--- config.mk ---
export PLATFORM = sky130hd
export DESIGN_NAME = fan_curve_speed_lookup
export DESIGN_NICKNAME = d
export VERILOG_FILES = /design/src/rtl/core/fcsl_pkg.sv /design/src/rtl/core/fcsl_ram.sv /design/src/rtl/core/fcsl_div.sv /design/src/rtl/core/fan_curve_speed_lookup.sv
export SDC_FILE = /design/constraint.sdc
export NUM_CORES = 2
export LEC_CHECK = 0
export BUFFER_PORTS_ARGS = -buffer_cell sky130_fd_sc_hd__buf_4
export CORE_MARGIN = 2
export CORE_UTILIZATION = 45
export DETAILED_ROUTE_END_ITERATION = 8
export SLEW_MARGIN = 0
export SYNTH_ARGS = -nofsm -noshare
export SYNTH_HDL_FRONTEND = slang
export SYNTH_SLANG_ARGS = --single-unit
--- constraint.sdc ---
create_clock -name clk -period 7.4 [get_ports clk]
set_clock_uncertainty 0.2 [all_clocks]
set_input_delay 0.74 -clock clk [delete_from_list [all_inputs] [get_ports clk]]
set_output_delay 0.74 -clock clk [all_outputs]
set_load 0.02 [all_outputs]
--- src/rtl/core/fcsl_pkg.sv ---
// ----------------------------------------------------------------------------
// fcsl_pkg
// shared types and constants of the fan curve speed lookup
// ----------------------------------------------------------------------------
package fcsl_pkg;

  localparam int FANS    = 6;
  localparam int POINTS  = 6;
  localparam int SENSORS = 4;

  localparam int NPTS   = FANS * POINTS;
  localparam int ADDR_W = $clog2(NPTS);
  localparam int PT_W   = $clog2(POINTS);
  localparam int SENS_W = $clog2(SENSORS);

  localparam logic [2:0] GROUP_EXT = 3'd4;

  // configuration port
  localparam int APB_AW = 3;
  localparam logic [APB_AW-3:0] REG_EXT_TIMEOUT = '0;
  localparam logic [31:0] EXT_TIMEOUT_RST = 32'd10000;

  // divider
  localparam int DIV_STEPS = 32;
  localparam int DIV_CW    = $clog2(DIV_STEPS + 1);

  typedef enum logic [2:0] {
    OP_POINT  = 3'd0,
    OP_SOURCE = 3'd1,
    OP_EXT    = 3'd2,
    OP_SENSOR = 3'd3,
    OP_EVAL   = 3'd4
  } op_t;

  typedef enum logic [2:0] {
    S_IDLE,
    S_PICK,
    S_LAST,
    S_SCAN,
    S_MUL,
    S_DLOAD,
    S_DIV,
    S_DONE
  } state_t;

  typedef struct packed {
    logic [2:0]  op;
    logic [2:0]  fan;
    logic [2:0]  point;
    logic [1:0]  sensor;
    logic [2:0]  group;
    logic [15:0] temp_value;
    logic [15:0] rpm_value;
    logic        present;
    logic [31:0] now_ms;
  } in_item_t;

  typedef struct packed {
    logic [2:0]  out_fan;
    logic [15:0] speed;
    logic        have_temp;
  } result_t;

endpackage

--- src/rtl/core/fcsl_ram.sv ---
// ----------------------------------------------------------------------------
// fcsl_ram
// generic single write port ram with one registered read port
// ----------------------------------------------------------------------------
module fcsl_ram #(
  parameter int WIDTH = 32,
  parameter int DEPTH = 36
) (
  input  logic                     clk,
  input  logic                     we,
  input  logic [$clog2(DEPTH)-1:0] waddr,
  input  logic [WIDTH-1:0]         wdata,
  input  logic [$clog2(DEPTH)-1:0] raddr,
  output logic [WIDTH-1:0]         rdata
);

  logic [WIDTH-1:0] mem [DEPTH];

  always_ff @(posedge clk) begin
    if (we) begin
      mem[waddr] <= wdata;
    end
    rdata <= mem[raddr];
  end

endmodule

--- src/rtl/core/fcsl_div.sv ---
// ----------------------------------------------------------------------------
// fcsl_div
// restoring divider, one quotient bit per cycle, 32 by 16 bits
// ----------------------------------------------------------------------------
module fcsl_div (
  input  logic        clk,
  input  logic        rst,
  input  logic        start,
  input  logic [31:0] dividend,
  input  logic [15:0] divisor,
  output logic        done,
  output logic [15:0] quotient
);

  logic [31:0]                 q_sh;
  logic [15:0]                 rem;
  logic [fcsl_pkg::DIV_CW-1:0] count;
  logic [16:0]                 rem_sh;
  logic [16:0]                 diff;
  logic                        ge;

  assign rem_sh = {rem, q_sh[31]};
  assign diff   = rem_sh - {1'b0, divisor};
  assign ge     = rem_sh >= {1'b0, divisor};

  always_ff @(posedge clk) begin
    if (rst) begin
      count <= '0;
      done  <= 1'b0;
    end else if (start) begin
      count <= fcsl_pkg::DIV_CW'(fcsl_pkg::DIV_STEPS);
      done  <= 1'b0;
    end else if (count != '0) begin
      count <= count - 1'b1;
      done  <= (count == fcsl_pkg::DIV_CW'(1));
    end else begin
      done  <= 1'b0;
    end
  end

  always_ff @(posedge clk) begin
    if (start) begin
      q_sh <= dividend;
      rem  <= '0;
    end else if (count != '0) begin
      q_sh <= {q_sh[30:0], ge};
      rem  <= ge ? diff[15:0] : rem_sh[15:0];
    end
  end

  // quotient never exceeds the rpm step, so the upper half stays zero
  assign quotient = q_sh[15:0];

endmodule

--- src/rtl/core/fan_curve_speed_lookup.sv ---
// ----------------------------------------------------------------------------
// fan_curve_speed_lookup
// per-fan piecewise linear temperature to rpm curve with source selection
// ----------------------------------------------------------------------------
// A write item (curve point, source, external or local temperature) is taken
// on accept and busy stays low. An evaluate item raises busy and goes straight
// to the result when no temperature is found or the fan is out of range, else a
// source pick, a read of the last point, a serial scan of up to POINTS curve
// points through the single ram read port, one multiply and a 32-step
// restoring divider that dominates the interpolating case. The result shows
// on done for exactly one cycle, in the last busy cycle, and cannot be held
// off by the receiver. Curve points read as zero until written.
module fan_curve_speed_lookup (
  input  logic                          clk,
  input  logic                          rst,
  input  logic                          start,
  output logic                          busy,
  input  fcsl_pkg::in_item_t            item,
  output logic                          done,
  output fcsl_pkg::result_t             result,
  input  logic                          psel,
  input  logic                          penable,
  input  logic                          pwrite,
  input  logic [fcsl_pkg::APB_AW-1:0]   paddr,
  input  logic [31:0]                   pwdata,
  output logic [31:0]                   prdata,
  output logic                          pready
);

  fcsl_pkg::state_t   state;
  fcsl_pkg::state_t   state_next;
  fcsl_pkg::in_item_t it;

  logic [31:0] ext_timeout;
  logic [2:0]  source_group [fcsl_pkg::FANS];
  logic [15:0] ext_temps    [fcsl_pkg::FANS];
  logic [31:0] ext_stamp;
  logic [15:0] sens_temps   [fcsl_pkg::SENSORS];
  logic [fcsl_pkg::SENSORS-1:0] sens_present;
  logic [fcsl_pkg::NPTS-1:0]    pt_valid;

  logic                        accept;
  logic                        wr_fan_ok;
  logic                        pt_we;
  logic [fcsl_pkg::ADDR_W-1:0] pt_waddr;
  logic [fcsl_pkg::ADDR_W-1:0] rd_addr;
  logic [fcsl_pkg::ADDR_W-1:0] base;
  logic [31:0]                 rd_q;
  logic                        rd_valid;
  logic [15:0]                 cur_t;
  logic [15:0]                 cur_r;

  logic [2:0]  fan_idx;
  logic        fan_ok;
  logic [2:0]  grp;
  logic [31:0] ext_age;
  logic        pick_found;
  logic [15:0] pick_t;

  logic [15:0]               tsel;
  logic                      found_r;
  logic [15:0]               speed_r;
  logic                      at_top;
  logic [fcsl_pkg::PT_W-1:0] cnt;
  logic [15:0]               prev_t;
  logic [15:0]               prev_r;
  logic [15:0]               dx;
  logic [15:0]               span;
  logic [15:0]               dy_mag;
  logic                      dy_neg;
  logic [31:0]               prod;

  logic scan_adv;
  logic scan_ret;
  logic div_start;
  logic div_done;
  logic [15:0] div_q;

  assign accept = start && !busy;
  assign wr_fan_ok = item.fan < 3'(fcsl_pkg::FANS);
  assign pt_we = accept && item.op == fcsl_pkg::OP_POINT && wr_fan_ok &&
                 item.point < 3'(fcsl_pkg::POINTS);
  assign pt_waddr = fcsl_pkg::ADDR_W'(item.fan * fcsl_pkg::POINTS + item.point);

  // configuration port
  assign pready = 1'b1;
  assign prdata = (paddr[fcsl_pkg::APB_AW-1:2] == fcsl_pkg::REG_EXT_TIMEOUT) ?
                  ext_timeout : 32'd0;

  always_ff @(posedge clk) begin
    if (rst) begin
      ext_timeout <= fcsl_pkg::EXT_TIMEOUT_RST;
    end else if (psel && penable && pwrite && pready &&
                 paddr[fcsl_pkg::APB_AW-1:2] == fcsl_pkg::REG_EXT_TIMEOUT) begin
      ext_timeout <= pwdata;
    end
  end

  // item state written on accept
  always_ff @(posedge clk) begin
    if (rst) begin
      for (int f = 0; f < fcsl_pkg::FANS; f++) begin
        source_group[f] <= '0;
        ext_temps[f]    <= '0;
      end
      for (int s = 0; s < fcsl_pkg::SENSORS; s++) begin
        sens_temps[s] <= '0;
      end
      sens_present <= '0;
      ext_stamp    <= '0;
      pt_valid     <= '0;
    end else if (accept) begin
      unique case (item.op)
        fcsl_pkg::OP_POINT: begin
          if (pt_we) begin
            pt_valid[pt_waddr] <= 1'b1;
          end
        end
        fcsl_pkg::OP_SOURCE: begin
          if (wr_fan_ok) begin
            source_group[item.fan] <= item.group;
          end
        end
        fcsl_pkg::OP_EXT: begin
          if (wr_fan_ok) begin
            ext_temps[item.fan] <= item.temp_value;
            ext_stamp           <= item.now_ms;
          end
        end
        fcsl_pkg::OP_SENSOR: begin
          if (32'(item.sensor) < fcsl_pkg::SENSORS) begin
            sens_temps[item.sensor]   <= item.temp_value;
            sens_present[item.sensor] <= item.present;
          end
        end
        default: ;
      endcase
    end
  end

  always_ff @(posedge clk) begin
    if (accept) begin
      it <= item;
    end
  end

  fcsl_ram #(
    .WIDTH(32),
    .DEPTH(fcsl_pkg::NPTS)
  ) u_pts (
    .clk  (clk),
    .we   (pt_we),
    .waddr(pt_waddr),
    .wdata({item.temp_value, item.rpm_value}),
    .raddr(rd_addr),
    .rdata(rd_q)
  );

  always_ff @(posedge clk) begin
    rd_valid <= pt_valid[rd_addr];
  end

  // unwritten points read as zero
  assign cur_t = rd_valid ? rd_q[31:16] : 16'd0;
  assign cur_r = rd_valid ? rd_q[15:0]  : 16'd0;

  // temperature source pick
  assign fan_ok  = it.fan < 3'(fcsl_pkg::FANS);
  assign fan_idx = fan_ok ? it.fan : 3'd0;
  assign grp     = source_group[fan_idx];
  assign ext_age = it.now_ms - ext_stamp;
  assign base    = fcsl_pkg::ADDR_W'(fan_idx * fcsl_pkg::POINTS);

  always_comb begin
    pick_found = 1'b0;
    pick_t     = '0;
    if (grp == fcsl_pkg::GROUP_EXT && ext_age < ext_timeout) begin
      pick_found = 1'b1;
      pick_t     = ext_temps[fan_idx];
    end else if (32'(grp) < fcsl_pkg::SENSORS &&
                 sens_present[grp[fcsl_pkg::SENS_W-1:0]]) begin
      pick_found = 1'b1;
      pick_t     = sens_temps[grp[fcsl_pkg::SENS_W-1:0]];
    end else begin
      // walk down so the lowest present sensor wins
      for (int s = fcsl_pkg::SENSORS - 1; s >= 0; s--) begin
        if (sens_present[s]) begin
          pick_found = 1'b1;
          pick_t     = sens_temps[s];
        end
      end
    end
  end

  // scan decisions on the point that just arrived
  assign scan_adv = tsel > cur_t;
  assign scan_ret = !scan_adv && (cnt == '0 || cur_t <= prev_t);

  fcsl_div u_div (
    .clk     (clk),
    .rst     (rst),
    .start   (div_start),
    .dividend(prod),
    .divisor (span),
    .done    (div_done),
    .quotient(div_q)
  );

  always_ff @(posedge clk) begin
    if (rst) begin
      state <= fcsl_pkg::S_IDLE;
    end else begin
      state <= state_next;
    end
  end

  always_comb begin
    state_next = state;
    unique case (state)
      fcsl_pkg::S_IDLE: begin
        if (accept && item.op == fcsl_pkg::OP_EVAL) begin
          state_next = fcsl_pkg::S_PICK;
        end
      end
      fcsl_pkg::S_PICK: begin
        state_next = (fan_ok && pick_found) ? fcsl_pkg::S_LAST : fcsl_pkg::S_DONE;
      end
      // the first point is still checked, the low clamp comes first
      fcsl_pkg::S_LAST:  state_next = fcsl_pkg::S_SCAN;
      fcsl_pkg::S_SCAN: begin
        priority if (scan_adv && !at_top) begin
          state_next = fcsl_pkg::S_SCAN;
        end else if (scan_adv || scan_ret) begin
          state_next = fcsl_pkg::S_DONE;
        end else begin
          state_next = fcsl_pkg::S_MUL;
        end
      end
      fcsl_pkg::S_MUL:   state_next = fcsl_pkg::S_DLOAD;
      fcsl_pkg::S_DLOAD: state_next = fcsl_pkg::S_DIV;
      fcsl_pkg::S_DIV: begin
        if (div_done) begin
          state_next = fcsl_pkg::S_DONE;
        end
      end
      fcsl_pkg::S_DONE:  state_next = fcsl_pkg::S_IDLE;
      default:           state_next = fcsl_pkg::S_IDLE;
    endcase
  end

  always_comb begin
    rd_addr   = base;
    div_start = 1'b0;
    unique case (state)
      fcsl_pkg::S_PICK:  rd_addr = base + fcsl_pkg::ADDR_W'(fcsl_pkg::POINTS - 1);
      fcsl_pkg::S_SCAN:  rd_addr = base + fcsl_pkg::ADDR_W'(cnt) + 1'b1;
      fcsl_pkg::S_DLOAD: div_start = 1'b1;
      default: ;
    endcase
  end

  assign busy = state != fcsl_pkg::S_IDLE;
  assign done = state == fcsl_pkg::S_DONE;

  // evaluation datapath
  always_ff @(posedge clk) begin
    unique case (state)
      fcsl_pkg::S_PICK: begin
        found_r <= fan_ok && pick_found;
        tsel    <= pick_t;
        speed_r <= '0;
      end
      fcsl_pkg::S_LAST: begin
        if (tsel >= cur_t) begin
          speed_r <= cur_r;
        end
        at_top <= tsel >= cur_t;
        cnt    <= '0;
      end
      fcsl_pkg::S_SCAN: begin
        priority if (scan_adv && !at_top) begin
          prev_t <= cur_t;
          prev_r <= cur_r;
          cnt    <= cnt + 1'b1;
        end else if (scan_ret) begin
          speed_r <= cur_r;
        end else if (!scan_adv) begin
          dx     <= tsel - prev_t;
          span   <= cur_t - prev_t;
          dy_neg <= cur_r < prev_r;
          dy_mag <= (cur_r < prev_r) ? (prev_r - cur_r) : (cur_r - prev_r);
        end
      end
      fcsl_pkg::S_MUL: begin
        prod <= dx * dy_mag;
      end
      fcsl_pkg::S_DIV: begin
        if (div_done) begin
          speed_r <= dy_neg ? (prev_r - div_q) : (prev_r + div_q);
        end
      end
      default: ;
    endcase
  end

  assign result.out_fan   = it.fan;
  assign result.speed     = speed_r;
  assign result.have_temp = found_r;

endmodule

==> results.json <==
{
  "critPathArrivalTime_ns": 7.53,
  "gp_congestion": 0.875,
  "synth_common_cells": "nand2_1, edfxtp_1, inv_1",
  "synth-edff-count": 1585,
  "dieHeight_um": 439,
  "syn_area_um2": 85200,
  "p_sw_uw": 10800,
  "fmaxAchievable_mhz": 139,
  "die_x_um": 439,
  "grt_pass1_wl_um": 343000,
  "min_period_over_period_pct": 97.1,
  "first_global_vias": 56421,
  "hold_class": "input pin to register",
  "final_max_slew_viol_count": 0,
  "grt_max_degree": 165,
  "rsz0062_at_grt": "false",
  "finalNonFillerCells": 10164,
  "routed_wl_um": 226000,
  "clk_pin_slew_ns": 0.06,
  "gr-total-overflow": 0,
  "tns_ns": 0,
  "synth.distinct_cells": 91,
  "routedWlPerCell_um": 22.2,
  "cts.sinks": 1748,
  "root_buffer": "clkbuf_16",
  "power_uw": 30900,
  "cts_resized": 0,
  "worst-setup-path-type": "register to register",
  "p_per_area_nw_per_um2": 321,
  "core-area_um2": 188000,
  "synth_top_area_share_pct": 55.9,
  "drive_gt1_share_pct": 9.13,
  "ant_nets": 0,
  "firstDrtPassIters": 6,
  "maxCapViolations": 0,
  "dp_hpwl_um": 134000,
  "cts_made_buffers": 182,
  "pwr-share-clk_pct": 29.4,
  "synth_most_common_cell": "nand2_1",
  "p_int_uw": 20000,
  "finalNetCount": 8127,
  "swShare_pct": 35.1,
  "route.detailed.drc": 0,
  "initial_core_util_pct": 45.3,
  "syn_to_final_growth_pct": 12.8,
  "ys_ff_latch": 1748,
  "vias_per_cell": 5.61,
  "grtUsageTotal_pct": 23.2,
  "cts_tree": "done",
  "async_flop_share_pct": 0,
  "syn_avg_cell_area_um2": 11.6,
  "row_count": 159,
  "synth_flop_cell": "edfxtp_1",
  "p_leak_uw": 0.0361,
  "port_buffers": 171,
  "clk_path_buf_depth": 3,
  "cp_max_fo": 16,
  "antenna_found_initial": 4,
  "yosys_warnings": 0,
  "outcome": "complete, no violations",
  "synth_cells": 7367,
  "slew_headroom_pct": 25.2,
  "synth_nets": 7985,
  "setup_viol": 0,
  "io_pins": 175,
  "cp.required_ns": 7.74,
  "insertion_delay_ns": 0.83,
  "pwr-share-seq_pct": 38.2,
  "p_comb_share_pct": 32.3,
  "synth_seq_area_share_pct": 59.7,
  "hold_viol_final": 0,
  "yosysTopAreaCell": "edfxtp_1",
  "final_core_util_pct": 51.1,
  "synth_area_leaders": "edfxtp_1, nand2_1, fa_1, ha_1, dfxtp_1",
  "worstSetupEndpointType": "register",
  "period_needed_ns": 7.18,
  "via_count": 57023,
  "start_kind": "register",
  "htreeDepth": 4,
  "ir_drop_mv": 0.289,
  "dr.first_iter.drc_count": 5227,
  "worstMarginPinSlew_ns": 1.12,
  "place_inst": 9745,
  "die_area_um2": 193000
}
registers in the layout, indices dropped and copies added, names as in the netlist, 36 cells and up:
register	cells
pt_valid	36
ext_temps	128
sens_temps	64
u_pts.mem	1152
routing by layer:
layer	global-route usage (%)	up-vias	wire (µm)
met5	0	-	33
met4	6.48	4	5710
met3	3.05	336	13900
met2	38.5	1808	109000
met1	31.9	28477	96900
li1	-	26398	-
repair_timing:
item,in CTS,in global routing
hold endpoints to repair,102,0
buffers inserted,0,7
hold buffers,67,0
endpoints found under the setup margin,0,3
cells in the final DEF, fill, tap and decap left out, drive strengths merged, types with 20 or more instances in the layout:
cell and count:
nand3 390, a311oi 202, mux2i 77, a211oi 63, nand2b 29, or3 20, a311o 66, and3 150
fa 204, nor2b 52, dfxtp 163, a21oi 219, a21o 66, nand4 23, clkinv 72, dlygate4sd3 67
nor2 410, and2 150, nor3 80, buf 295, mux4 41, o21ai 111, edfxtp 1585, ha 294
nand2 1679, xor2 40, o22ai 34, xnor2 95, a31oi 48, inv 484, clkbuf 255
per-stage QoR:
stage,setup slack [ns],instance area (µm²),hold WS [ns]
floorplan,0.870,85200,0.235
finish,0.216,96100,0.0546
CTS,0.220,96000,0.00310
global route,0.00841,96100,0.0442
global placement,0.272,89400,0.242
detailed placement,0.228,89400,0.246
final timing paths:
check / from / end / slack (ns) / cells past startpoint
worst min-delay path: item[67] / source_group[0][2] / 0.05 / 2
worst max-delay path: dy_mag[4] / prod[31] / 0.22 / 21
worst max register to register: dy_mag[4] / prod[31] / 0.22 / 21
worst min register to register: ext_stamp[3] / ext_stamp[3] / 0.25 / 2
cell families after synthesis:
family / Yosys count / share of synthesized area [%]
compound gates: 951 / 8.04
xor+xnor: 135 / 1.39
fa+ha+maj: 498 / 9.12
buf+inv: 882 / 4.11
flops: 1748 / 59.7
mux: 120 / 2.06
other cells: 1 / 0.00440
simple gates: 3032 / 15.6
critical path: stages, from the launching register on:
cell       delay, ns
edfxtp_1        0.67
and2_1          0.31
fa_1            0.54
inv_1           0.05
fa_1            0.46
fa_1            0.51
inv_1           0.05
fa_1            0.51
fa_1            0.51
inv_1           0.06
fa_1            0.47
inv_1           0.04
ha_1            0.34
a21o_1          0.21
a21o_1          0.19
a221o_1         0.31
a221o_1         0.46
a31oi_2         0.29
a21oi_2         0.14
a2111oi_2       0.34
o21bai_1        0.12
xnor2_1         0.13
power groups by stage:
stage                     registers (µW)  logic (µW)  clock network [µW]
after detailed placement           12000        9880                   0
after floorplan                    11900        6540                   0
after global routing               11900       10900                9600
after CTS                          11800        9970                9240
final                              11800        9990                9090
after global placement             12000        9760                   0
cell type report:
cell class	count	area [µm²]
fillers	16326	91900
flip-flops and latches	1748	50900
multi-input cells	4737	31200
clock buffers	255	5110
repair buffers	362	3130
well taps	2495	3120
inverters	478	1790
clock inverters	88	855
diodes	1	2.50
No activity file was read; power rests on OpenSTA's default activity.
